$ cat config.mk
export PLATFORM = sky130hd
export DESIGN_NAME = pei_damp_factor
export DESIGN_NICKNAME = d
export VERILOG_FILES = /design/src/rtl/pei_pkg.sv /design/src/rtl/pei_damp_factor.sv
export SDC_FILE = /design/constraint.sdc
export NUM_CORES = 2
export LEC_CHECK = 0
export BUFFER_PORTS_ARGS = -buffer_cell sky130_fd_sc_hd__buf_2
export CORE_ASPECT_RATIO = 0.6
export CORE_MARGIN = 4
export CORE_UTILIZATION = 50
export CTS_CLUSTER_DIAMETER = 200
export DETAILED_ROUTE_END_ITERATION = 12
export PLACE_DENSITY = 0.68
export SLEW_MARGIN = 0
export SYNTH_ARGS = -nofsm -noshare
export SYNTH_HDL_FRONTEND = slang
export SYNTH_SLANG_ARGS = --single-unit
$ cat constraint.sdc
create_clock -name i_clk -period 14 [get_ports i_clk]
set_input_delay 1.4 -clock i_clk [delete_from_list [all_inputs] [get_ports i_clk]]
set_output_delay 1.4 -clock i_clk [all_outputs]
set_load 0.02 [all_outputs]
$ cat src/rtl/pei_pkg.sv
// Shared types, constants and helpers for the particle integrator.
// No dependencies; every module file imports this package.
package pei_pkg;

    localparam int DATA_W            = 32;
    localparam int DT_W              = 17;
    localparam int IDT_W             = 27;
    localparam int AXES              = 3;
    localparam int FRACTION_BITS_DEF = 16;
    localparam int CFG_IDX_W         = 3;

    localparam logic [DT_W-1:0]          TIME_STEP_RST = 17'd1092;
    localparam logic [IDT_W-1:0]         INV_STEP_RST  = 27'd3932160;
    localparam logic signed [DATA_W-1:0] GRAV_X_RST    = 32'sd0;
    localparam logic signed [DATA_W-1:0] GRAV_Y_RST    = 32'sd0;
    localparam logic signed [DATA_W-1:0] GRAV_Z_RST    = 32'shFFF630A4;
    localparam logic [DATA_W-1:0]        DAMP_RATE_RST = 32'd0;

    typedef enum logic [CFG_IDX_W-1:0] {
        REG_TIME_STEP     = 3'd0,
        REG_INV_TIME_STEP = 3'd1,
        REG_GRAVITY_X     = 3'd2,
        REG_GRAVITY_Y     = 3'd3,
        REG_GRAVITY_Z     = 3'd4,
        REG_DAMPING_RATE  = 3'd5
    } t_reg_idx;

    typedef enum logic {
        KIND_PRE  = 1'b0,
        KIND_POST = 1'b1
    } t_kind;

    typedef struct packed {
        logic               kind;
        logic signed [31:0] position_x;
        logic signed [31:0] position_y;
        logic signed [31:0] position_z;
        logic signed [31:0] previous_x;
        logic signed [31:0] previous_y;
        logic signed [31:0] previous_z;
        logic signed [31:0] velocity_x;
        logic signed [31:0] velocity_y;
        logic signed [31:0] velocity_z;
        logic        [31:0] inverse_mass;
    } t_in_item;

    typedef struct packed {
        logic signed [31:0] new_position_x;
        logic signed [31:0] new_position_y;
        logic signed [31:0] new_position_z;
        logic signed [31:0] new_previous_x;
        logic signed [31:0] new_previous_y;
        logic signed [31:0] new_previous_z;
        logic signed [31:0] new_velocity_x;
        logic signed [31:0] new_velocity_y;
        logic signed [31:0] new_velocity_z;
    } t_out_item;

    // Stage load enables shared by the lanes and the damping factor unit.
    typedef struct packed {
        logic en1;
        logic en2;
        logic en3;
        logic en4;
    } t_stage_ctl;

    // What one axis lane hands to the merge stage.
    typedef struct packed {
        logic signed [31:0] pos;
        logic signed [31:0] prev;
        logic signed [31:0] vel;
        logic signed [31:0] calc_pos;
        logic signed [31:0] calc_vel;
    } t_lane_res;

    function automatic logic signed [31:0] sat32(input logic signed [63:0] x);
        logic signed [63:0] hi;
        logic signed [63:0] lo;
        hi = 64'sh000000007FFFFFFF;
        lo = 64'shFFFFFFFF80000000;
        if (x > hi) begin
            return 32'sh7FFFFFFF;
        end else if (x < lo) begin
            return 32'sh80000000;
        end
        return x[31:0];
    endfunction

endpackage

$ cat src/rtl/pei_damp_factor.sv
// Damping factor min(1, round(rate * inverse mass)), shared by all three lanes.
// Depends on pei_pkg.
module pei_damp_factor import pei_pkg::*; #(
    parameter int FRACTION_BITS = FRACTION_BITS_DEF
) (
    input  logic                   i_clk,
    input  t_stage_ctl             i_ctl,
    input  logic [DATA_W-1:0]      i_rate,
    input  logic [DATA_W-1:0]      i_imass,
    output logic [FRACTION_BITS:0] o_factor
);

    localparam int PW = 2 * DATA_W;
    localparam logic [PW:0]            HALF = (PW + 1)'(1) << (FRACTION_BITS - 1);
    localparam logic [PW:0]            ONE_W = (PW + 1)'(1) << FRACTION_BITS;
    localparam logic [FRACTION_BITS:0] ONE = (FRACTION_BITS + 1)'(1) << FRACTION_BITS;

    logic [PW-1:0]          r_prod;
    logic [PW:0]            q;
    logic [FRACTION_BITS:0] n_factor, r_factor;

    always_ff @(posedge i_clk) begin
        if (i_ctl.en1) begin
            r_prod <= i_rate * i_imass;
        end
    end

    // A 32x32 product always leaves room for the rounding add in 65 bits.
    always_comb begin
        q = ({1'b0, r_prod} + HALF) >> FRACTION_BITS;
        if (q > ONE_W) begin
            n_factor = ONE;
        end else begin
            n_factor = q[FRACTION_BITS:0];
        end
    end

    always_ff @(posedge i_clk) begin
        if (i_ctl.en2) begin
            r_factor <= n_factor;
        end
    end

    assign o_factor = r_factor;

endmodule

==> metrics.md <==
| Metric | Value |
|---|---|
| Run status | finished, final reports clean |
| Initial Utilization | 0.505 |
| Wirelength, routed | 97900 um |
| Core Box Area | 71700 um2 |
| Clock sink total | 66 |
| Seq cells post-synth | 66 |
| Mapped Cells | 3904 |
| CP Data Required Time | 14.09 ns |
| Die area | roughly 77000 um2 |
| Final antenna-violating net count | 0 |
| Pre-Repair DR Iteration Count | 5 |
| Drt drc | 0 |
| Largest family of logic cells by synthesized area | adder cells |
| Reg clk slew, reported paths | 0.05 ns |
| All-Layer GR Usage | 0.266 |
| Reg-to-reg slack, setup | 10.11 ns |
| Critical path class | in2reg |
| Hold Fails Final Rpt | 0 |
| CTS HTree Levels | 3 |
| Post-Synth Simple-Gate Area | 0.191 |
| CP Data Arrival Time | between 9 and 10 ns |
| EDFF count, synth | 66 |
| Post-DP HPWL | approximately 76000 um |
| RSZ-0062 raised after global routing | no |
| CP Max Fanout | 32 |
| Register area | 1980 um2 |
| Mux cell area share after synthesis | 0.00221 |
| CTS tree | yes |
| Initial DRC Count | 2274 |
| Die Y-Extent | 216 um |
| Inserted Clock Buffers | 9 |
| Synth Area in Adders | 0.585 |
| Syn_nets | slightly above 5000 |
| Setup TNS | 0 ns |
| Max-slew violation count | 0 |
| CP most frequent cell | fa_1 |
| CP Launch Type | input pin |
| Vias in the first global route | between 20000 and 30000 |
| Final Skew | roughly 0.0086 ns |
| Via count | 25735 |
| Final-layout fill cell count | 6701 |
| Clk_lat worst skew | roughly 0.34 ns |
| Post-synthesis xor/xnor area fraction | 0.0172 |
| Tcrit/Tclk final | 0.699 |
| Synth Warn # | 0 |
| Max-slew headroom | 0.274 |
| Post-synth cell types | between 60 and 70 |
| Max Freq | roughly 100 MHz |
| Fraction of layout cells with a size suffix above 1 | 0.0393 |
| Final Util | 0.522 |
| PostCTS Resize Cnt | 0 |
| Commonest non-fill, non-tap cells in the layout | 895 x fa_1, 857 x inv_1, 615 x and2_1 |
| Root Driver | clkbuf_16 |
| FFs w/ async S/R, synth | 0 |
| Clk buf depth | 2 |
| Area Growth Syn to Fin | 3.47% |
| Mapped Area | 36200 um2 |
| Area of the multi-input gates | ~30000 um2 |
| Ys flop type | edfxtp_1 |
| Initial antenna violation count | 10 |
| # hold bufs at CTS | 0 |
| Slowest-stage cell, CP | buf_2 |
| Core Rows | 76 |
| Hold Crit Class | reg2reg |
| I/O Buffers | 83 |
| Sequential area share after synthesis | 0.0548 |
| Gpl congestion | 0.938 |
| Die width | 355 um |
| Boundary Pins | 86 |
| Finish-stage setup viols | 0 |
| Pin count of the biggest net entering global routing | 50 |
| Via density per instance | roughly 5.4 |
| Max cap viols | 0 |
| Post-layout nets | about 5000 |
| Routed len/inst | just over 20 um |
| Synthesized area per cell | roughly 9.3 um2 |
| Slowest stage delay, CP | 0.74 ns |
| Setup bufs post-CTS | 0 |
| Post-synthesis compound-gate area fraction | 0.0393 |
| Leading cell type in the layout, fill and taps excluded | fa_1 |
| Worst slew pin tran | 1.09 ns |
| Crit path capture type | flop |
| Congestion Overflow GR | 0 |
| Hold_ws | between 0.7 and 0.8 ns |
| First-pass GRT wire length | around 160000 um |
| Crit path time final | 9.79 ns |
[per-stage QoR]
step | instances | cell area [um2] | worst slack, ns
floorplan | 3904 | 36200 | 5.53
global placement | 4775 | 37200 | 4.03
detailed placement | 4775 | 37200 | 4.03
CTS | 4791 | 37400 | 4.34
global route | 4794 | 37500 | 3.86
finish | 4794 | 37500 | 4.21
[cells in the mapped netlist, types with 3 or more instances]
| master | instances | area, um2 |
|---|---|---|
| fa_1 | 895 | 17900 |
| o31ai_1 | 7 | 52.6 |
| o21a_1 | 10 | 75.1 |
| and3_1 | 22 | 138 |
| nor2b_1 | 8 | 50.1 |
| a31oi_1 | 15 | 93.8 |
| or3_1 | 3 | 18.8 |
| o21ai_0 | 45 | 225 |
| mux2_2 | 4 | 45.0 |
| a211oi_1 | 14 | 105 |
| nor3_2 | 3 | 30.0 |
| xor2_1 | 26 | 228 |
| ha_1 | 261 | 3270 |
| and2_1 | 615 | 3850 |
| nand3_1 | 40 | 200 |
| o21bai_1 | 10 | 75.1 |
| inv_1 | 857 | 3220 |
| nand4_1 | 21 | 131 |
| nand3_2 | 3 | 30.0 |
| o211ai_1 | 3 | 22.5 |
| a21o_1 | 24 | 180 |
| clkbuf_1 | 200 | 751 |
| nor2_2 | 10 | 62.6 |
| nor4_1 | 10 | 62.6 |
| nor3_1 | 23 | 115 |
| and4_1 | 5 | 43.8 |
| nor2_1 | 59 | 221 |
| a21oi_1 | 75 | 375 |
| xnor2_1 | 45 | 394 |
| nand2b_1 | 7 | 43.8 |
| nand2_1 | 475 | 1780 |
| edfxtp_1 | 66 | 1980 |
[cell families (layout without fill, tap and decap cells)]
logic type,Yosys count,in the layout
AND/OR/NAND/NOR,1315,1315
adder cells (fa/ha/maj),1156,1156
buffers and inverters,1063,975
AO/OA/AOI/OAI,226,226
XOR/XNOR,71,71
flip-flops,66,66
multiplexers,7,7
other,0,3
[layer usage]
layer | share of wire | GRT usage | wire [um]
met1 | 0.46 | 0.405 | 45000
met2 | 0.40 | 0.364 | 38700
met3 | 0.13 | 0.108 | 13000
met4 | 0.012 | 0.0367 | 1190
met5 | 0.00028 | 0 | 27
[final cells by class]
class | count | area share
multi-input combinational | 2775 | 0.807
inverter | 857 | 0.0859
sequential | 66 | 0.0529
tap | 975 | 0.0326
timing repair buffer | 102 | 0.0149
clock buffer | 10 | 0.00611
clock inverter | 6 | 0.000902
antenna | 3 | 0.000200
[final timing paths]
check	from	to	cells past startpoint
min	r_prod[25]	o_factor[9]	2
max	i_rate[13]	r_prod[63]	25
min reg2reg	r_prod[25]	o_factor[9]	2
max reg2reg	r_prod[16]	o_factor[3]	11
[state kept, by name (all words and copies together) (netlist names)]
| register | cells |
|---|---|
| r_prod | 49 |
| o_factor | 17 |
[worst max-delay path: cells and delay by family]
family          cells  cell delay, ns
compound gates      9            2.67
fa+ha+maj           9            4.35
simple gates        2            0.51
buf+inv             5            0.95
Power is not shown: default switching activity piles up to over one toggle a cycle in this logic, so the estimate is an artifact.
