### config.mk
export PLATFORM = sky130hd
export DESIGN_NAME = pei_merge
export DESIGN_NICKNAME = d
export VERILOG_FILES = /design/src/rtl/pei_pkg.sv /design/src/rtl/pei_merge.sv
export SDC_FILE = /design/constraint.sdc
export NUM_CORES = 1
export LEC_CHECK = 0
export CORE_AREA = 8 8 297 299
export CTS_BUF_LIST = sky130_fd_sc_hd__clkbuf_4 sky130_fd_sc_hd__clkbuf_8
export DETAILED_ROUTE_END_ITERATION = 8
export DIE_AREA = 0 0 305 307
export DONT_BUFFER_PORTS = 1
export GPL_TIMING_DRIVEN = 0
export PLACE_DENSITY = 0.37
export SLEW_MARGIN = 30
export SYNTH_ARGS = -nofsm -noshare
export SYNTH_HDL_FRONTEND = slang
export SYNTH_SLANG_ARGS = --single-unit
### constraint.sdc
create_clock -name i_clk -period 2 [get_ports i_clk]
set_input_delay 0.4 -clock i_clk [delete_from_list [all_inputs] [get_ports i_clk]]
set_output_delay 0.4 -clock i_clk [all_outputs]
set_load 0.01 [all_outputs]
### src/rtl/pei_pkg.sv
// Shared types, constants and helpers for the particle integrator.
// No dependencies; every module file imports this package.
package pei_pkg;

    localparam int DATA_W            = 32;
    localparam int DT_W              = 17;
    localparam int IDT_W             = 27;
    localparam int AXES              = 3;
    localparam int FRACTION_BITS_DEF = 16;
    localparam int CFG_IDX_W         = 3;

    localparam logic [DT_W-1:0]          TIME_STEP_RST = 17'd1092;
    localparam logic [IDT_W-1:0]         INV_STEP_RST  = 27'd3932160;
    localparam logic signed [DATA_W-1:0] GRAV_X_RST    = 32'sd0;
    localparam logic signed [DATA_W-1:0] GRAV_Y_RST    = 32'sd0;
    localparam logic signed [DATA_W-1:0] GRAV_Z_RST    = 32'shFFF630A4;
    localparam logic [DATA_W-1:0]        DAMP_RATE_RST = 32'd0;

    typedef enum logic [CFG_IDX_W-1:0] {
        REG_TIME_STEP     = 3'd0,
        REG_INV_TIME_STEP = 3'd1,
        REG_GRAVITY_X     = 3'd2,
        REG_GRAVITY_Y     = 3'd3,
        REG_GRAVITY_Z     = 3'd4,
        REG_DAMPING_RATE  = 3'd5
    } t_reg_idx;

    typedef enum logic {
        KIND_PRE  = 1'b0,
        KIND_POST = 1'b1
    } t_kind;

    typedef struct packed {
        logic               kind;
        logic signed [31:0] position_x;
        logic signed [31:0] position_y;
        logic signed [31:0] position_z;
        logic signed [31:0] previous_x;
        logic signed [31:0] previous_y;
        logic signed [31:0] previous_z;
        logic signed [31:0] velocity_x;
        logic signed [31:0] velocity_y;
        logic signed [31:0] velocity_z;
        logic        [31:0] inverse_mass;
    } t_in_item;

    typedef struct packed {
        logic signed [31:0] new_position_x;
        logic signed [31:0] new_position_y;
        logic signed [31:0] new_position_z;
        logic signed [31:0] new_previous_x;
        logic signed [31:0] new_previous_y;
        logic signed [31:0] new_previous_z;
        logic signed [31:0] new_velocity_x;
        logic signed [31:0] new_velocity_y;
        logic signed [31:0] new_velocity_z;
    } t_out_item;

    // Stage load enables shared by the lanes and the damping factor unit.
    typedef struct packed {
        logic en1;
        logic en2;
        logic en3;
        logic en4;
    } t_stage_ctl;

    // What one axis lane hands to the merge stage.
    typedef struct packed {
        logic signed [31:0] pos;
        logic signed [31:0] prev;
        logic signed [31:0] vel;
        logic signed [31:0] calc_pos;
        logic signed [31:0] calc_vel;
    } t_lane_res;

    function automatic logic signed [31:0] sat32(input logic signed [63:0] x);
        logic signed [63:0] hi;
        logic signed [63:0] lo;
        hi = 64'sh000000007FFFFFFF;
        lo = 64'shFFFFFFFF80000000;
        if (x > hi) begin
            return 32'sh7FFFFFFF;
        end else if (x < lo) begin
            return 32'sh80000000;
        end
        return x[31:0];
    endfunction

endpackage

### src/rtl/pei_merge.sv
// Merge stage: ground contact from the height lane, fixed-particle bypass, output register.
// Depends on pei_pkg.
module pei_merge import pei_pkg::*; (
    input  logic      i_clk,
    input  logic      i_load,
    input  logic      i_kind,
    input  logic      i_fixed,
    input  t_lane_res i_lane [AXES],
    output t_out_item o_item
);

    t_out_item n_item, r_item;
    logic      ground;

    always_comb begin
        // A negative new height drops the whole move and pins the height to zero.
        ground = i_lane[2].calc_pos[31];
        n_item.new_position_x = i_lane[0].pos;
        n_item.new_position_y = i_lane[1].pos;
        n_item.new_position_z = i_lane[2].pos;
        n_item.new_previous_x = i_lane[0].prev;
        n_item.new_previous_y = i_lane[1].prev;
        n_item.new_previous_z = i_lane[2].prev;
        n_item.new_velocity_x = i_lane[0].vel;
        n_item.new_velocity_y = i_lane[1].vel;
        n_item.new_velocity_z = i_lane[2].vel;
        if (!i_fixed) begin
            n_item.new_velocity_x = i_lane[0].calc_vel;
            n_item.new_velocity_y = i_lane[1].calc_vel;
            n_item.new_velocity_z = i_lane[2].calc_vel;
            if (i_kind == KIND_PRE) begin
                n_item.new_previous_x = i_lane[0].pos;
                n_item.new_previous_y = i_lane[1].pos;
                n_item.new_previous_z = i_lane[2].pos;
                if (ground) begin
                    n_item.new_position_z = '0;
                end else begin
                    n_item.new_position_x = i_lane[0].calc_pos;
                    n_item.new_position_y = i_lane[1].calc_pos;
                    n_item.new_position_z = i_lane[2].calc_pos;
                end
            end
        end
    end

    always_ff @(posedge i_clk) begin
        if (i_load) begin
            r_item <= n_item;
        end
    end

    assign o_item = r_item;

endmodule

==> results of run 1 <==
-- synthesized netlist by cell type (all sizes together) --
| library cell | instances |
|---|---|
| clkbuf | 12 |
| o21ai | 62 |
| and2 | 1 |
| nand2b | 31 |
| mux2 | 256 |
| edfxtp | 288 |
| nor3 | 1 |
| or2 | 1 |
| buf | 28 |
-- stage by stage --
step	std cells	setup WS [ns]
3_5_place_dp	1760	-0.399
2_1_floorplan	680	0.408
3_3_place_gp	1760	-0.404
-- logic make-up after synthesis --
| logic type | count (synthesis) | synth area share |
|---|---|---|
| AND/OR/NAND/NOR | 34 | 0.0180 |
| flip-flops | 288 | 0.700 |
| buffers and inverters | 40 | 0.0176 |
| AO/OA/AOI/OAI | 62 | 0.0251 |
| multiplexers | 256 | 0.239 |
==> impl_metrics.tcl, run 1 <==
set metrics [dict create \
    avgSynthCellArea_um2 18.2 \
    cts_sinks 288 \
    hold_buffers 373 \
    portBuffers 0 \
    synth.largest_area_cell "edfxtp_1" \
    ys.warnings.count 0 \
    ys_ff_latch 288 \
    yosysSeqAreaShare 0.700 \
    pin_count 772 \
    synth.area.top_cells "edfxtp_1 70%, mux2_2 21%, o21ai_0 2.5%" \
    cts_made_buffers 52 \
    placed_area_mm2 0.0137 \
    cts_resized 0 \
    row_count 106 \
    clk_path_buf_depth 3 \
    dpl.hpwl_mm 41.0 \
    yosysTopAreaCellShare 0.700 \
    haltStage "clock tree synthesis (4_1_cts)" \
    firstError "[ERROR RSZ-0060] Max buffer count reached." \
    cts-htree-levels 2 \
    dieHeight_um 307 \
    synth_cell_types 13 \
    place_congestion 0.804 \
    syn_nets 1164 \
    die_x_um 305 \
    post_cts_buffers 0 \
    status "stopped before the end" \
    ctsRootBufferMaster "clkbuf_8" \
    syn_inst 680 \
    netlist_area_mm2 0.0123 \
    start_util 0.149 \
]
==> inputs of run 2 (changes only) <==
==> config.mk (replaced) <==
export PLATFORM = sky130hd
export DESIGN_NAME = pei_merge
export DESIGN_NICKNAME = d
export VERILOG_FILES = /design/src/rtl/pei_pkg.sv /design/src/rtl/pei_merge.sv
export SDC_FILE = /design/constraint.sdc
export NUM_CORES = 1
export LEC_CHECK = 0
export CORE_AREA = 8 8 294 296
export DETAILED_ROUTE_END_ITERATION = 8
export DIE_AREA = 0 0 302 304
export DONT_BUFFER_PORTS = 1
export GPL_TIMING_DRIVEN = 0
export PLACE_DENSITY_LB_ADDON = 0.15
export SLEW_MARGIN = 30
export SYNTH_ARGS = -nofsm -noshare
export SYNTH_HDL_FRONTEND = slang
export SYNTH_SLANG_ARGS = --single-unit
==> impl_metrics.tcl, run 2 <==
set metrics [dict create \
    grt_usage 0.110 \
    fin_hold_ws_ns 0.0665 \
    cp.arrival_ns 1.90 \
    rsz0062_at_grt "false" \
    netlist_area_mm2 0.0123 \
    die_area_mm2 0.0918 \
    synth.area.top_cells "edfxtp_1 70%, mux2_2 21%, o21ai_0 2.5%" \
    largest_reg_flops 288 \
    place_inst 1750 \
    cts-htree-levels 2 \
    mostFrequentLayoutCells "288 x edfxtp_1, 232 x mux2_2, 62 x o21ai_0" \
    yosysTopAreaCellShare 0.700 \
    postRouteAntennaNets 0 \
    row_count 105 \
    core_area_mm2 0.0816 \
    slew_headroom 0.526 \
    portBuffers 0 \
    hold_class "in2reg" \
    p_per_area_mw_per_mm2 1010 \
    place_congestion 0.776 \
    synth_top_family_by_area "multiplexers" \
    overflow 0 \
    vias 6521 \
    area_growth_pct 20.6 \
    final_core_util 0.183 \
    synth_edf_count 288 \
    crit_chain "nor3_4 > buf_2 > mux2_2" \
    critPathMaxStageDelay_ns 0.59 \
    max_freq_mhz 616 \
    fill_cells 8761 \
    antenna_found_initial 14 \
    finalCritPeriodShare 0.812 \
    ys.warnings.count 0 \
    worstMarginPinSlew_ns 0.709 \
    start_util 0.151 \
    clk_pin_slew_ns 0.05 \
    ctsRootBufferMaster "clkbuf_16" \
    yosysSeqAreaShare 0.700 \
    whs_path_depth 1 \
    async_flop_share 0 \
    pin_count 772 \
    leakagePower_nw 4.77 \
    die_x_um 302 \
    final-setup-viol-count 0 \
    dpl.hpwl_mm 42.6 \
    synthMuxAreaShare 0.239 \
    multi_input_area_mm2 0.00348 \
    regArea_mm2 0.00865 \
    grt_first_pass_wirelength_mm 69.7 \
    hp-start "i_lane[198]" \
    cts_sinks 288 \
    cts_made_buffers 38 \
    synth.most_common_cell "edfxtp_1" \
    cp.required_ns 2.28 \
    syn_inst 680 \
    synth.largest_area_cell "edfxtp_1" \
    critPathKind "in2reg" \
    cts_tree "yes" \
    viasPerCell 3.56 \
    syn_nets 1164 \
    synth_fa_ha_area_frac 0 \
    finalSetupTns_ns 0 \
    grt_max_degree 256 \
    dieHeight_um 304 \
    hold_viol 0 \
    p_total_mw 15.0 \
    stdcell_count 1833 \
    drtIter0Drc 430 \
    synth_flop_cell "edfxtp_1" \
    final_common_cell "edfxtp_1" \
    synth_compound_area_frac 0.0251 \
    grt_pass1_vias 7312 \
    slowest_stage "nor3_4" \
    ir_drop_mv 0.428 \
    nets 1212 \
    cp-end-kind "register" \
    synth-simple-area-share 0.0180 \
    synth_common_cells "288 x edfxtp_1, 232 x mux2_2, 62 x o21ai_0, 31 x nand2b_1, 21 x buf_2" \
    yosys.area_share.xor_xnor 0 \
    clk_path_buf_depth 3 \
    slew_violations 0 \
    ys_ff_latch 288 \
    start_kind "input port" \
    drc 0 \
    worst-path-max-fanout 10 \
    holdPathEnd "o_item[230]" \
    cap_violations 0 \
    min_period_ns 1.62 \
    post_cts_buffers 0 \
    status "completed" \
    layout-drive-gt1-share 0.438 \
    routedWlPerCell_um 29.6 \
    avgSynthCellArea_um2 18.2 \
    routed_wl_mm 54.2 \
    drt-pass1-iter-count 4 \
    synth_cell_types 13 \
]
run 2: cell families after synthesis:
kind of cell / Yosys count
compound gates: 62
flops: 288
mux: 256
buf+inv: 40
simple gates: 34
run 2: area by class of cell:
class / count / area share
Tap cell: 1070 / 0.0899
Sequential cell: 288 / 0.581
Buffer: 40 / 0.0146
Clock buffer: 45 / 0.0656
Timing Repair Buffer: 8 / 0.00605
Clock inverter: 21 / 0.00798
Antenna cell: 9 / 0.00151
Multi-Input combinational cell: 352 / 0.234
run 2: how the worst max path moves through the flow:
stage | startpoint | to | slack [ns] | cells after the start
3_5_place_dp | i_fixed | o_item[286] | -0.29 | 3
4_1_cts | i_fixed | o_item[286] | 0.31 | 3
5_1_grt | i_fixed | o_item[286] | 0.29 | 3
3_3_place_gp | i_fixed | o_item[286] | -0.26 | 3
2_1_floorplan | i_fixed | o_item[174] | 0.41 | 5
6_report | i_fixed | o_item[286] | 0.38 | 3
run 2: critical path: cells and delay by family:
kind	cells	cell delay, ns
multiplexers	1	0.41
buffers and inverters	1	0.49
AND/OR/NAND/NOR	1	0.59
run 2: timing repair:
action                                 4_1_cts  5_1_grt
endpoints found under the hold margin       38        1
gates resized for setup                      0        0
hold buffers                                 6        2
run 2: stage by stage:
stage,worst slack (ns),cell area [um^2]
after floorplan,0.408,12300
after global placement,-0.256,13700
after detailed placement,-0.291,13700
after CTS,0.310,14900
after global routing,0.289,14900
final,0.376,14900
run 2: per-layer routing:
| layer | part of all wire | wire length (um) | global-route usage |
|---|---|---|---|
| met1 | 0.36 | 19300 | 0.116 |
| met4 | 0.018 | 986 | 0.0304 |
| met3 | 0.092 | 4990 | 0.0431 |
| met2 | 0.53 | 28900 | 0.202 |
| met5 | 0.00046 | 25 | 0 |
run 2: where the power goes:
part | internal [mW] | switching (mW) | leakage (nW)
clock network | 3.49 | 2.70 | 0.538
registers | 7.34 | 0.647 | 2.82
logic | 0.450 | 0.379 | 1.42
total | 11.3 | 3.73 | 4.77
No activity file was read; power rests on OpenSTA's default activity.
